File: src/hw/rtl/jdma_pkg.sv
package jdma_pkg;

	// Field and configuration widths
	localparam int AXIS_W     = 10;
	localparam int STICK_W    = 1;
	localparam int WIN_REG_W  = 5;
	localparam int DATA_W     = 24;
	localparam int CFG_DATA_W = 32;
	localparam int PADDR_W    = 5;
	localparam int REG_IDX_W  = 3;

	// Sizing of the filter state
	localparam int STICKS     = 2;
	localparam int WINDOW_MAX = 16;
	localparam int AXIS_TOP   = (1 << AXIS_W) - 1;
	localparam int SUM_W      = $clog2(WINDOW_MAX * AXIS_TOP + 1);
	localparam int LEN_W      = $clog2(WINDOW_MAX + 1);
	localparam int POS_W      = (WINDOW_MAX > 1) ? $clog2(WINDOW_MAX) : 1;
	localparam int RING_DEPTH = STICKS * WINDOW_MAX;
	localparam int RING_AW    = (RING_DEPTH > 1) ? $clog2(RING_DEPTH) : 1;
	localparam int SQ_W       = 2 * AXIS_W;
	localparam int CNT_W      = $clog2(SUM_W);

	localparam logic [AXIS_W-1:0] AXIS_MAX = AXIS_W'(AXIS_TOP);

	// Register indexes (byte address / 4)
	localparam logic [REG_IDX_W-1:0] REG_REST_X_FIRST  = 3'd0;
	localparam logic [REG_IDX_W-1:0] REG_REST_Y_FIRST  = 3'd1;
	localparam logic [REG_IDX_W-1:0] REG_REST_X_SECOND = 3'd2;
	localparam logic [REG_IDX_W-1:0] REG_REST_Y_SECOND = 3'd3;
	localparam logic [REG_IDX_W-1:0] REG_DEADBAND      = 3'd4;
	localparam logic [REG_IDX_W-1:0] REG_WINDOW        = 3'd5;

	// Register reset values
	localparam logic [AXIS_W-1:0]    REST_RESET   = 10'd512;
	localparam logic [AXIS_W-1:0]    RADIUS_RESET = 10'd25;
	localparam logic [WIN_REG_W-1:0] WINDOW_RESET = 5'd16;

	typedef struct packed {
		logic [AXIS_W-1:0]    rest_x_first;
		logic [AXIS_W-1:0]    rest_y_first;
		logic [AXIS_W-1:0]    rest_x_second;
		logic [AXIS_W-1:0]    rest_y_second;
		logic [AXIS_W-1:0]    deadband_radius;
		logic [WIN_REG_W-1:0] window_length;
	} cfg_t;

	// Controller to datapath
	typedef struct packed {
		logic load;      // capture the input item
		logic square;    // form squared offsets, read the ring slot
		logic judge;     // register the deadband decision
		logic update;    // write ring, sums, position; load dividers
		logic div_step;  // one quotient bit per axis
		logic out_load;  // fill the output register
	} cmd_t;

	// Datapath to controller
	typedef struct packed {
		logic hit;
	} sts_t;

endpackage

File: src/hw/rtl/jdma_regs.sv
module jdma_regs (
	input  logic                              clk,
	input  logic                              arst_n,
	input  logic                              psel,
	input  logic                              penable,
	input  logic                              pwrite,
	input  logic [jdma_pkg::PADDR_W-1:0]      paddr,
	input  logic [jdma_pkg::CFG_DATA_W-1:0]   pwdata,
	output logic [jdma_pkg::CFG_DATA_W-1:0]   prdata,
	output logic                              pready,
	output jdma_pkg::cfg_t                    cfg
);

	jdma_pkg::cfg_t                   cfg_q;
	logic [jdma_pkg::REG_IDX_W-1:0]   idx;
	logic                             wr_en;

	assign idx    = paddr[jdma_pkg::PADDR_W-1:2];
	assign wr_en  = psel & penable & pwrite;
	assign pready = 1'b1;
	assign cfg    = cfg_q;

	// Write the addressed register; indexes past the list are dropped
	always_ff @(posedge clk or negedge arst_n) begin
		if (!arst_n) begin
			cfg_q.rest_x_first    <= jdma_pkg::REST_RESET;
			cfg_q.rest_y_first    <= jdma_pkg::REST_RESET;
			cfg_q.rest_x_second   <= jdma_pkg::REST_RESET;
			cfg_q.rest_y_second   <= jdma_pkg::REST_RESET;
			cfg_q.deadband_radius <= jdma_pkg::RADIUS_RESET;
			cfg_q.window_length   <= jdma_pkg::WINDOW_RESET;
		end else if (wr_en) begin
			case (idx)
				jdma_pkg::REG_REST_X_FIRST:
					cfg_q.rest_x_first <= pwdata[jdma_pkg::AXIS_W-1:0];
				jdma_pkg::REG_REST_Y_FIRST:
					cfg_q.rest_y_first <= pwdata[jdma_pkg::AXIS_W-1:0];
				jdma_pkg::REG_REST_X_SECOND:
					cfg_q.rest_x_second <= pwdata[jdma_pkg::AXIS_W-1:0];
				jdma_pkg::REG_REST_Y_SECOND:
					cfg_q.rest_y_second <= pwdata[jdma_pkg::AXIS_W-1:0];
				jdma_pkg::REG_DEADBAND:
					cfg_q.deadband_radius <= pwdata[jdma_pkg::AXIS_W-1:0];
				jdma_pkg::REG_WINDOW:
					cfg_q.window_length <= pwdata[jdma_pkg::WIN_REG_W-1:0];
				default: ;
			endcase
		end
	end

	// Read back
	always_comb begin
		prdata = '0;
		case (idx)
			jdma_pkg::REG_REST_X_FIRST:  prdata = jdma_pkg::CFG_DATA_W'(cfg_q.rest_x_first);
			jdma_pkg::REG_REST_Y_FIRST:  prdata = jdma_pkg::CFG_DATA_W'(cfg_q.rest_y_first);
			jdma_pkg::REG_REST_X_SECOND: prdata = jdma_pkg::CFG_DATA_W'(cfg_q.rest_x_second);
			jdma_pkg::REG_REST_Y_SECOND: prdata = jdma_pkg::CFG_DATA_W'(cfg_q.rest_y_second);
			jdma_pkg::REG_DEADBAND:      prdata = jdma_pkg::CFG_DATA_W'(cfg_q.deadband_radius);
			jdma_pkg::REG_WINDOW:        prdata = jdma_pkg::CFG_DATA_W'(cfg_q.window_length);
			default:                     prdata = '0;
		endcase
	end

endmodule

File: src/hw/rtl/jdma_ctrl.sv
module jdma_ctrl (
	input  logic           clk,
	input  logic           arst_n,
	input  logic           s_tvalid,
	output logic           s_tready,
	output logic           m_tvalid,
	input  logic           m_tready,
	output jdma_pkg::cmd_t cmd,
	input  jdma_pkg::sts_t sts
);

	localparam logic [2:0] ST_IDLE   = 3'd0;
	localparam logic [2:0] ST_SQUARE = 3'd1;
	localparam logic [2:0] ST_JUDGE  = 3'd2;
	localparam logic [2:0] ST_UPDATE = 3'd3;
	localparam logic [2:0] ST_DIVIDE = 3'd4;
	localparam logic [2:0] ST_FINISH = 3'd5;

	localparam logic [jdma_pkg::CNT_W-1:0] CNT_LAST = jdma_pkg::CNT_W'(jdma_pkg::SUM_W - 1);

	logic [2:0]                 state_q;
	logic [2:0]                 state_d;
	logic [jdma_pkg::CNT_W-1:0] cnt_q;
	logic                       m_tvalid_q;
	logic                       out_free;

	assign s_tready = (state_q == ST_IDLE);
	assign m_tvalid = m_tvalid_q;
	assign out_free = !m_tvalid_q || m_tready;

	// Next state and commands
	always_comb begin
		state_d = state_q;
		cmd     = '0;
		case (state_q)
			ST_IDLE: begin
				if (s_tvalid) begin
					cmd.load = 1'b1;
					state_d  = ST_SQUARE;
				end
			end
			ST_SQUARE: begin
				cmd.square = 1'b1;
				state_d    = ST_JUDGE;
			end
			ST_JUDGE: begin
				cmd.judge = 1'b1;
				state_d   = sts.hit ? ST_UPDATE : ST_FINISH;
			end
			ST_UPDATE: begin
				cmd.update = 1'b1;
				state_d    = ST_DIVIDE;
			end
			ST_DIVIDE: begin
				cmd.div_step = 1'b1;
				if (cnt_q == CNT_LAST) begin
					state_d = ST_FINISH;
				end
			end
			ST_FINISH: begin
				if (out_free) begin
					cmd.out_load = 1'b1;
					state_d      = ST_IDLE;
				end
			end
			default: state_d = ST_IDLE;
		endcase
	end

	// Hold state, step counter and output valid
	always_ff @(posedge clk or negedge arst_n) begin
		if (!arst_n) begin
			state_q    <= ST_IDLE;
			cnt_q      <= '0;
			m_tvalid_q <= 1'b0;
		end else begin
			state_q <= state_d;
			if (cmd.div_step) begin
				cnt_q <= (cnt_q == CNT_LAST) ? '0 : cnt_q + 1'b1;
			end
			if (cmd.out_load) begin
				m_tvalid_q <= 1'b1;
			end else if (m_tready) begin
				m_tvalid_q <= 1'b0;
			end
		end
	end

endmodule

File: src/hw/rtl/jdma_dp.sv
module jdma_dp (
	input  logic                            clk,
	input  logic                            arst_n,
	input  jdma_pkg::cfg_t                  cfg,
	input  jdma_pkg::cmd_t                  cmd,
	output jdma_pkg::sts_t                  sts,
	input  logic [jdma_pkg::STICK_W-1:0]    stick,
	input  logic [jdma_pkg::AXIS_W-1:0]     sample_x,
	input  logic [jdma_pkg::AXIS_W-1:0]     sample_y,
	output logic                            accepted,
	output logic [jdma_pkg::AXIS_W-1:0]     average_x,
	output logic [jdma_pkg::AXIS_W-1:0]     average_y
);

	localparam int AW = jdma_pkg::AXIS_W;
	localparam int SW = jdma_pkg::SUM_W;
	localparam int LW = jdma_pkg::LEN_W;
	localparam int PW = jdma_pkg::POS_W;

	// Captured item
	logic [jdma_pkg::STICK_W-1:0] stick_q;
	logic [AW-1:0]                x_q;
	logic [AW-1:0]                y_q;

	// Squared offsets
	logic [jdma_pkg::SQ_W-1:0]    sqx_q, sqy_q, sqr_q;
	logic                         hit_q;

	// Ring memories and their valid bits
	logic [AW-1:0]                ring_x_mem [jdma_pkg::RING_DEPTH];
	logic [AW-1:0]                ring_y_mem [jdma_pkg::RING_DEPTH];
	logic [jdma_pkg::RING_DEPTH-1:0] ring_vld_q;
	logic [AW-1:0]                rd_x_q, rd_y_q;
	logic                         rd_vld_q;

	// Per-stick state
	logic [SW-1:0]                sum_x_q [jdma_pkg::STICKS];
	logic [SW-1:0]                sum_y_q [jdma_pkg::STICKS];
	logic [PW-1:0]                pos_q   [jdma_pkg::STICKS];
	logic [AW-1:0]                held_x_q [jdma_pkg::STICKS];
	logic [AW-1:0]                held_y_q [jdma_pkg::STICKS];

	// Dividers: dividend shifts into quotient
	logic [SW-1:0]                dvd_x_q, dvd_y_q;
	logic [LW:0]                  rem_x_q, rem_y_q;

	// Output register
	logic                         out_acc_q;
	logic [AW-1:0]                out_x_q, out_y_q;

	logic                         present;
	logic [AW-1:0]                rest_x, rest_y, dx, dy;
	logic [LW-1:0]                len;
	logic [PW-1:0]                pos;
	logic [PW:0]                  pos_inc;
	logic [PW-1:0]                pos_nxt;
	logic [jdma_pkg::RING_AW-1:0] addr;
	logic [AW-1:0]                old_x, old_y;
	logic [SW-1:0]                new_sum_x, new_sum_y;
	logic [LW:0]                  shx, shy;
	logic                         qx, qy;
	logic [AW-1:0]                sat_x, sat_y;
	logic                         hit;

	assign present = (32'(stick_q) < jdma_pkg::STICKS);
	assign rest_x  = (stick_q == 1'b0) ? cfg.rest_x_first : cfg.rest_x_second;
	assign rest_y  = (stick_q == 1'b0) ? cfg.rest_y_first : cfg.rest_y_second;
	assign dx      = (x_q >= rest_x) ? (x_q - rest_x) : (rest_x - x_q);
	assign dy      = (y_q >= rest_y) ? (y_q - rest_y) : (rest_y - y_q);

	// Clamp the window length into 1..WINDOW_MAX
	always_comb begin
		if (cfg.window_length == '0) begin
			len = LW'(1);
		end else if (32'(cfg.window_length) > jdma_pkg::WINDOW_MAX) begin
			len = LW'(jdma_pkg::WINDOW_MAX);
		end else begin
			len = LW'(cfg.window_length);
		end
	end

	// Ring slot and position advance
	assign pos     = pos_q[stick_q];
	assign addr    = jdma_pkg::RING_AW'(32'(stick_q) * jdma_pkg::WINDOW_MAX + 32'(pos));
	assign pos_inc = {1'b0, pos} + 1'b1;
	assign pos_nxt = (32'(pos_inc) >= 32'(len)) ? '0 : pos_inc[PW-1:0];

	// Old entry, zero when never written
	assign old_x     = rd_vld_q ? rd_x_q : '0;
	assign old_y     = rd_vld_q ? rd_y_q : '0;
	assign new_sum_x = sum_x_q[stick_q] - SW'(old_x) + SW'(x_q);
	assign new_sum_y = sum_y_q[stick_q] - SW'(old_y) + SW'(y_q);

	// Deadband test
	assign hit     = present &&
		(({1'b0, sqx_q} + {1'b0, sqy_q}) > {1'b0, sqr_q});
	assign sts.hit = hit;

	// Restoring divide step
	assign shx = {rem_x_q[LW-1:0], dvd_x_q[SW-1]};
	assign shy = {rem_y_q[LW-1:0], dvd_y_q[SW-1]};
	assign qx  = (shx >= {1'b0, len});
	assign qy  = (shy >= {1'b0, len});

	// Saturate the quotient to the axis range
	assign sat_x = (dvd_x_q > SW'(jdma_pkg::AXIS_MAX)) ? jdma_pkg::AXIS_MAX : dvd_x_q[AW-1:0];
	assign sat_y = (dvd_y_q > SW'(jdma_pkg::AXIS_MAX)) ? jdma_pkg::AXIS_MAX : dvd_y_q[AW-1:0];

	// Capture, squares, decision and divider payload
	always_ff @(posedge clk) begin
		if (cmd.load) begin
			stick_q <= stick;
			x_q     <= sample_x;
			y_q     <= sample_y;
		end
		if (cmd.square) begin
			sqx_q <= jdma_pkg::SQ_W'(dx) * jdma_pkg::SQ_W'(dx);
			sqy_q <= jdma_pkg::SQ_W'(dy) * jdma_pkg::SQ_W'(dy);
			sqr_q <= jdma_pkg::SQ_W'(cfg.deadband_radius) *
				jdma_pkg::SQ_W'(cfg.deadband_radius);
			rd_x_q   <= ring_x_mem[addr];
			rd_y_q   <= ring_y_mem[addr];
			rd_vld_q <= ring_vld_q[addr];
		end
		if (cmd.judge) begin
			hit_q <= hit;
		end
		if (cmd.update) begin
			ring_x_mem[addr] <= x_q;
			ring_y_mem[addr] <= y_q;
			dvd_x_q <= new_sum_x;
			dvd_y_q <= new_sum_y;
			rem_x_q <= '0;
			rem_y_q <= '0;
		end else if (cmd.div_step) begin
			dvd_x_q <= {dvd_x_q[SW-2:0], qx};
			dvd_y_q <= {dvd_y_q[SW-2:0], qy};
			rem_x_q <= qx ? (shx - {1'b0, len}) : shx;
			rem_y_q <= qy ? (shy - {1'b0, len}) : shy;
		end
		if (cmd.out_load) begin
			out_acc_q <= hit_q;
			if (hit_q) begin
				out_x_q <= sat_x;
				out_y_q <= sat_y;
			end else if (present) begin
				out_x_q <= held_x_q[stick_q];
				out_y_q <= held_y_q[stick_q];
			end else begin
				out_x_q <= '0;
				out_y_q <= '0;
			end
		end
	end

	// Filter state cleared at reset
	always_ff @(posedge clk or negedge arst_n) begin
		if (!arst_n) begin
			ring_vld_q <= '0;
			for (int i = 0; i < jdma_pkg::STICKS; i++) begin
				sum_x_q[i]  <= '0;
				sum_y_q[i]  <= '0;
				pos_q[i]    <= '0;
				held_x_q[i] <= '0;
				held_y_q[i] <= '0;
			end
		end else begin
			if (cmd.update) begin
				ring_vld_q[addr]  <= 1'b1;
				sum_x_q[stick_q]  <= new_sum_x;
				sum_y_q[stick_q]  <= new_sum_y;
				pos_q[stick_q]    <= pos_nxt;
			end
			if (cmd.out_load && hit_q) begin
				held_x_q[stick_q] <= sat_x;
				held_y_q[stick_q] <= sat_y;
			end
		end
	end

	assign accepted  = out_acc_q;
	assign average_x = out_x_q;
	assign average_y = out_y_q;

endmodule

File: src/hw/rtl/joystick_deadband_moving_average.sv
// Joystick moving average with a radial deadband.
// Input channel s_*: one sample pair per item, tuser selects the joystick.
// Output channel m_*: one result per input item, in order; tuser is the accepted
// flag, tdata the held X/Y averages of that joystick.
// APB port: six registers at byte addresses 0..20 (rest positions, deadband
// radius, window length); write only while the block is idle.
// Timing: items are handled one at a time; the next item enters after the
// result of the previous one is loaded. A sample inside the deadband passes the
// square, judge and finish states. A sample outside it also passes the update
// state and the restoring divider (one quotient bit per cycle per axis, both
// axes together), which runs one step per bit of the window sum.
// Stall: the result sits in an output register; the next item is accepted and
// processed while it waits, and its own result holds in the final state until
// the output register is taken.
// Reset (arst_n low): registers return to their defaults, rings, sums, ring
// positions and held averages read as zero, no result is pending.
module joystick_deadband_moving_average (
	input  logic                             clk,
	input  logic                             arst_n,
	// APB configuration
	input  logic                             psel,
	input  logic                             penable,
	input  logic                             pwrite,
	input  logic [jdma_pkg::PADDR_W-1:0]     paddr,
	input  logic [jdma_pkg::CFG_DATA_W-1:0]  pwdata,
	output logic [jdma_pkg::CFG_DATA_W-1:0]  prdata,
	output logic                             pready,
	// Input items
	input  logic                             s_tvalid,
	output logic                             s_tready,
	input  logic [jdma_pkg::DATA_W-1:0]      s_tdata,  // sample_x[9:0], sample_y[19:10], zero pad
	input  logic [jdma_pkg::STICK_W-1:0]     s_tuser,  // stick
	// Result items
	output logic                             m_tvalid,
	input  logic                             m_tready,
	output logic [jdma_pkg::DATA_W-1:0]      m_tdata,  // average_x[9:0], average_y[19:10], zero pad
	output logic                             m_tuser   // accepted
);

	localparam int AW = jdma_pkg::AXIS_W;

	jdma_pkg::cfg_t cfg;
	jdma_pkg::cmd_t cmd;
	jdma_pkg::sts_t sts;
	logic [AW-1:0]  average_x, average_y;

	jdma_regs u_regs (
		.clk     (clk),
		.arst_n  (arst_n),
		.psel    (psel),
		.penable (penable),
		.pwrite  (pwrite),
		.paddr   (paddr),
		.pwdata  (pwdata),
		.prdata  (prdata),
		.pready  (pready),
		.cfg     (cfg)
	);

	jdma_ctrl u_ctrl (
		.clk      (clk),
		.arst_n   (arst_n),
		.s_tvalid (s_tvalid),
		.s_tready (s_tready),
		.m_tvalid (m_tvalid),
		.m_tready (m_tready),
		.cmd      (cmd),
		.sts      (sts)
	);

	jdma_dp u_dp (
		.clk       (clk),
		.arst_n    (arst_n),
		.cfg       (cfg),
		.cmd       (cmd),
		.sts       (sts),
		.stick     (s_tuser),
		.sample_x  (s_tdata[AW-1:0]),
		.sample_y  (s_tdata[2*AW-1:AW]),
		.accepted  (m_tuser),
		.average_x (average_x),
		.average_y (average_y)
	);

	assign m_tdata = {(jdma_pkg::DATA_W - 2 * AW)'(0), average_y, average_x};

	// One item in flight: input closes right after an acceptance
	assert property (@(posedge clk) disable iff (!arst_n)
		s_tvalid && s_tready |=> !s_tready)
		else $error("input accepted while an item is in flight");

	// An accepted item's result does not appear while it is still being squared or judged
	assert property (@(posedge clk) disable iff (!arst_n)
		s_tvalid && s_tready |-> ##1 !$rose(m_tvalid) ##1 !$rose(m_tvalid))
		else $error("result produced before the deadband test completed");

	// Output register is never reloaded while a result is stalled
	assert property (@(posedge clk) disable iff (!arst_n)
		m_tvalid && !m_tready |=> m_tvalid)
		else $error("stalled result dropped");

endmodule

File: config.mk
export PLATFORM = sky130hd
export DESIGN_NAME = joystick_deadband_moving_average
export DESIGN_NICKNAME = d
export VERILOG_FILES = /design/src/hw/rtl/jdma_pkg.sv /design/src/hw/rtl/jdma_regs.sv /design/src/hw/rtl/jdma_ctrl.sv /design/src/hw/rtl/jdma_dp.sv /design/src/hw/rtl/joystick_deadband_moving_average.sv
export SDC_FILE = /design/constraint.sdc
export NUM_CORES = 2
export LEC_CHECK = 0
export ABC_AREA = 1
export BUFFER_PORTS_ARGS = -buffer_cell sky130_fd_sc_hd__buf_2
export CORE_ASPECT_RATIO = 0.9
export CORE_MARGIN = 3
export CORE_UTILIZATION = 60
export CTS_CLUSTER_SIZE = 10
export DETAILED_ROUTE_END_ITERATION = 6
export PLACE_DENSITY = 0.77
export SYNTH_ARGS = -nofsm -noshare
export SYNTH_HDL_FRONTEND = slang
export SYNTH_SLANG_ARGS = --single-unit
File: constraint.sdc
create_clock -name clk -period 11.8 [get_ports clk]
set_clock_uncertainty 0.05 [all_clocks]
set_input_delay 1.18 -clock clk [delete_from_list [all_inputs] [get_ports clk]]
set_output_delay 1.18 -clock clk [all_outputs]
set_load 0.03 [all_outputs]
* Yosys cells after proc, flatten, opt, wreduce, memory -nomap -nowiden
Memory sizes are Yosys's and may differ from the RTL's. A register that Yosys moved wholly into a read port is not among the register bits. Index checks and enable logic that the tools add are counted. Widths: inputs -> output; s select.
Word-level totals: register bits after elaboration 341, memory bits (writable) 640, input bits 69, memories kept 2
Memory list:
- u_dp.ring_x_mem | words 32, width 10, read ports 1, clocked after memory_dff 1, wr ports 1, line jdma_dp.sv:30 | logic [AW-1:0] ring_x_mem [jdma_pkg::RING_DEPTH];
- u_dp.ring_y_mem | words 32, width 10, read ports 1, clocked after memory_dff 1, wr ports 1, line jdma_dp.sv:31 | logic [AW-1:0] ring_y_mem [jdma_pkg::RING_DEPTH];
Operators by class: add/subtract/negate cells 14, $mul 3, $lt $le $gt $ge 13, equality and inequality tests 14, mux-type cells 68, bitwise logic cells 4, reductions and logical operators 17
Operator list (number):
- $mux 10 | 17
- $mux 14 | 11
- $mul 10x10->20 | 3
- $pmux 10 s6 | 1
- $bwmux 28 | 2
- $bwmux 20 | 2
- $sub 10x10->10 | 4
- $or 32x32->32 | 1
- $add 14x10->14 | 2
- $gt 14x10->1 const B | 2
- $sub 14x10->14 | 2
- $mux 4 | 6
- $add 20x20->21 | 1
- $gt 21x20->1 | 1
- $ge 10x10->1 | 2
- $mux 5 | 4
- $pmux 3 s6 | 1
- $demux 14 s1 | 1
- $mux 1 | 14
- $eq 3x2->1 const B | 4
- $eq 3x3->1 const B | 4
- $ge 6x5->1 | 2
- $mux 3 | 4
- $reduce_and 2->1 | 6
- 28 further kinds | 36

* Depth between registers and ports, before layout
depth in word-level cells 10, gate-level depth with buffers 42

* By module
From an unflattened synthesis, not the netlist that was laid out.
Unflattened totals: cell total of the unflattened synthesis 5259, area, all modules 53958.0 µm²
By module, submodules not included:
- jdma_dp | times used 1, cells each 4805, area an instance 50420.9 µm², sequential area each 27296.2 µm²
- jdma_regs | times used 1, cells each 385, area an instance 3049.2 µm², sequential area each 1386.3 µm²
- jdma_ctrl | times used 1, cells each 64, area an instance 454.2 µm², sequential area each 200.2 µm²
- joystick_deadband_moving_average | times used 1, cells each 5, area an instance 33.8 µm², sequential area each 0.0 µm²

* Worst setup path before layout
No wires, ideal clock.
path type reg2reg, start register u_dp.stick_q, end register u_dp.sqx_q[16] (netlist name), data pin, setup time 0.252 ns, arrival time 7.172 ns, setup slack 4.325 ns, cell stages (with the launch flop) 34, path buffers 4, period minus slack after synthesis 7.475 ns, cells stage by stage edfxtp_1 -> clkbuf_1 -> clkbuf_1 -> clkbuf_1 -> o21ai_0 -> inv_1 -> ha_1 -> inv_1 -> fa_1 -> nand3_1 -> nand3_1 -> nand2_1 -> nand2_2 -> nand2_2 -> nand2_4 -> buf_12 -> o21ai_0 -> xor2_2 -> nor2_1 -> fa_1 -> inv_1 -> fa_1 -> fa_1 -> inv_1 -> fa_1 -> fa_1 -> ha_1 -> nand2_1 -> o21ai_0 -> a21boi_0 -> o21ai_0 -> nand3_1 -> nand3_1 -> nand2_1
Between the ends: longest elaborated chain between the ends 4, elaborated cells on any way between the ends 6, classes of those cells 2 x add/sub; 1 x mul; 1 x order compare; 2 x mux
Ends and longest elaborated chain:
- start, declared | line jdma_dp.sv:21 | logic [jdma_pkg::STICK_W-1:0] stick_q;
- start signal, assigned | line jdma_dp.sv:112 | stick_q <= stick;
- $mux 10 (*) | line jdma_dp.sv:66 | assign rest_x = (stick_q == 1'b0) ? cfg.rest_x_first : cfg.rest_x_second;
- $sub 10x10->10 / $ge 10x10->1 (equally long branches) | line jdma_dp.sv:68 | assign dx = (x_q >= rest_x) ? (x_q - rest_x) : (rest_x - x_q);
- $mux 10 (*) | line jdma_dp.sv:68
- $mul 10x10->20 (*) | line jdma_dp.sv:117 | sqx_q <= jdma_pkg::SQ_W'(dx) * jdma_pkg::SQ_W'(dx);
- end signal, assigned | line jdma_dp.sv:117
- end, declared | line jdma_dp.sv:26 | logic [jdma_pkg::SQ_W-1:0] sqx_q, sqy_q, sqr_q;
Every way passes the cells marked *; elsewhere a longest branch is shown, timed or not. A chain may end at the register's enable or synchronous reset.

* Worst setup path after layout
Ends and elaborated chain as after synthesis.

==> results.toml <==
[timing]
maxSlewViolCount = 0
fin_crit_ps = 8470
setup_slack_ps = 3330
period_share_pct = 71.8
worstMarginPinSlew_ps = 1230
finalHoldViolations = 0
fin_tns_setup_ps = 0
max_freq_mhz = 118
rsz0062_at_grt = "false"
slew_headroom_pct = 17.7
setup_viol = 0

[critical_path]
crit_top_cell = "fa_1"
cp.arrival_ps = 8870
slowest_delay_ps = 560
path_class = "reg -> reg"
crit_path_start_kind = "flip-flop"
crit_fanout = 33
critPathCaptureType = "flip-flop"
slowest_stage = "fa_1"
worstPathRequired_ps = 12200

[die]
ioPinCount = 129
die_y_microns = 288
std_cell_rows = 102
die_w_microns = 320
start_util_pct = 61.1
core_sq_um = 86900
dieArea_sq_um = 92200

[placement]
pre_cts_slack_ps = 3410
port_buffers = 73
dp_hpwl_microns = 85500
routabilityCongestion = 0.929

[yosys]
synth_warnings = 0
syn_area_sq_um = 53100
netlist_instances = 5105
synth_edf_count = 789
ys_seq_area_share_pct = 54.4
yosys.cell_types.count = 62
synthArstFlopShare_pct = 19.9
syn_area_per_cell_sq_um = 10.4
synth_top_flop_cell = "edfxtp_1"
ys_seq_elements = 998

[route]
vias = 37800
drtIter0Drc = 4093
drt_wl_total_microns = 132000
drtAntennaViolNets = 0
drt_first_pass_iters = 6
vias_per_cell = 5.95
wl_per_cell_microns = 20.7
drc = 0

[final_layout]
area_delta_synth_final_pct = 9.19
final_cell_mix = "789 x edfxtp_1, 718 x nand2_1, 670 x o21ai_0"
nets = 5665
drive_gt1_share_pct = 8.18
layout_commonest_cell = "edfxtp_1"

[status]
status = "completed"

[clock_network]
cts_root_buf = "clkbuf_16"
clk_latency_ps = 710
cts_resized = 0
cts_setup_buffers = 0
cts_made_buffers = 112
htree_levels = 3
cts_tree = "done"
cts.sinks = 998
path_clk_slew_ps = 60
clock_path_buffers = 3
ctsHoldBuffers = 0

[hold_path]
hp-class = "reg -> reg"

[global_routing]
antenna_found_initial = 6
grt_pass1_vias = 36800
grt_start_max_net_pins = 261
grtUsageTotal_pct = 28.5
grt_pass1_wl_microns = 204000
grt_remaining_overflow = 0

[flow_run]
drv_cap = 0
==> worst max-delay path, delay by kind of cell (launching register included) <==
family	cells	cell delay (ps)
AOI/OAI and AO/OA	6	1480
xor gates and xnor gates	1	460
adders and majority gates	7	3160
buffers and inverters	7	1510
DFF	1	360
and+or+nand+nor	10	1170
==> flip-flops by register name, summed over array words and instances (netlist names), 14 cells and up <==
name and flops:
u_dp.ring_y_mem 320, u_dp.ring_x_mem 320, u_dp.held_x_q 20, u_dp.sum_y_q 28, u_dp.dvd_x_q 14, u_dp.sqy_q 19, u_dp.sqr_q 19, u_dp.ring_vld_q 32
u_dp.sum_x_q 28, u_dp.held_y_q 20, u_dp.sqx_q 19, u_dp.dvd_y_q 14, u_regs.cfg 55
==> metal layers <==
metal	vias to the layer above	track usage (%)	routed length [microns]	share of wire (%)
met5	-	0	13	0.0099
met4	2	12.6	5740	4.4
met3	301	5.65	12600	9.6
met2	1700	44.7	60000	45
met1	18300	39.2	53500	41
li1	17500	-	-	-
==> cell usage after synthesis, types with 28 or more instances <==
| library cell | n | area share [%] |
|---|---|---|
| o22ai_1 | 69 | 0.81 |
| nand2_1 | 719 | 5.1 |
| ha_1 | 274 | 6.5 |
| inv_1 | 610 | 4.3 |
| nand3_1 | 134 | 1.3 |
| edfxtp_1 | 789 | 45 |
| o21ai_0 | 670 | 6.3 |
| clkbuf_1 | 182 | 1.3 |
| xnor2_1 | 32 | 0.53 |
| buf_4 | 28 | 0.40 |
| o221ai_1 | 96 | 1.6 |
| o211ai_1 | 45 | 0.64 |
| or2_2 | 52 | 0.61 |
| fa_1 | 169 | 6.4 |
| a21oi_1 | 156 | 1.5 |
| dfrtp_1 | 191 | 9.0 |
| nor2_1 | 547 | 3.9 |
| xor2_1 | 84 | 1.4 |
==> layout make-up <==
class                           count  area [sq um]
Timing Repair Buffer              151           972
Multi-Input combinational cell   3270         21100
Inverter                          620          2340
Clock inverter                     11           210
Clock buffer                      160          3040
Tap cell                         1144          1430
Sequential cell                   998         28900
Fill cell                        6390         28900
Antenna cell                        5          12.5
==> through the flow <==
step | cell area (sq um) | util [%] | std cells | hold slack, ps
after floorplan | 53200 | - | 5130 | 374
after global placement | 54800 | 63.0 | 6183 | 387
after detailed placement | 54800 | 63.0 | 6183 | 395
after CTS | 58000 | 66.7 | 6354 | 407
after global routing | 58000 | 66.8 | 6357 | 417
final | 58000 | 66.8 | 6359 | 409
==> path summary, 6_finish.rpt <==
| kind | from | end | slack [ps] | depth (start not counted) |
|---|---|---|---|---|
| worst max-delay path | u_dp.stick_q | u_dp.sqx_q[16] | 3330 | 31 |
| worst min-delay path | u_dp.ring_vld_q[25] | u_dp.ring_vld_q[25] | 410 | 2 |
| worst max register to register | u_dp.stick_q | u_dp.sqx_q[16] | 3330 | 31 |
| worst min register to register | u_dp.ring_vld_q[25] | u_dp.ring_vld_q[25] | 410 | 2 |
| max in group asynchronous | arst_n | u_regs.cfg[42] | 9040 | 3 |
| min in group asynchronous | arst_n | u_dp.held_x_q[5] | 420 | 1 |
==> cell families (layout without fill, tap and decap cells) <==
group | Yosys count | count (layout) | share of synthesized area (%)
AND/OR/NAND/NOR | 1526 | 1526 | 11.7
AO/OA/AOI/OAI | 1123 | 1123 | 12.1
flip-flops | 998 | 998 | 54.4
buffers and inverters | 862 | 942 | 6.37
adder cells (fa/ha/maj) | 443 | 443 | 12.8
XOR/XNOR | 122 | 122 | 2.12
multiplexers | 29 | 29 | 0.579
other | 2 | 32 | 0.0141
Power is left out: the tool's default activity adds up to more than one toggle a clock period on the data nets, which glitch-free logic cannot reach.
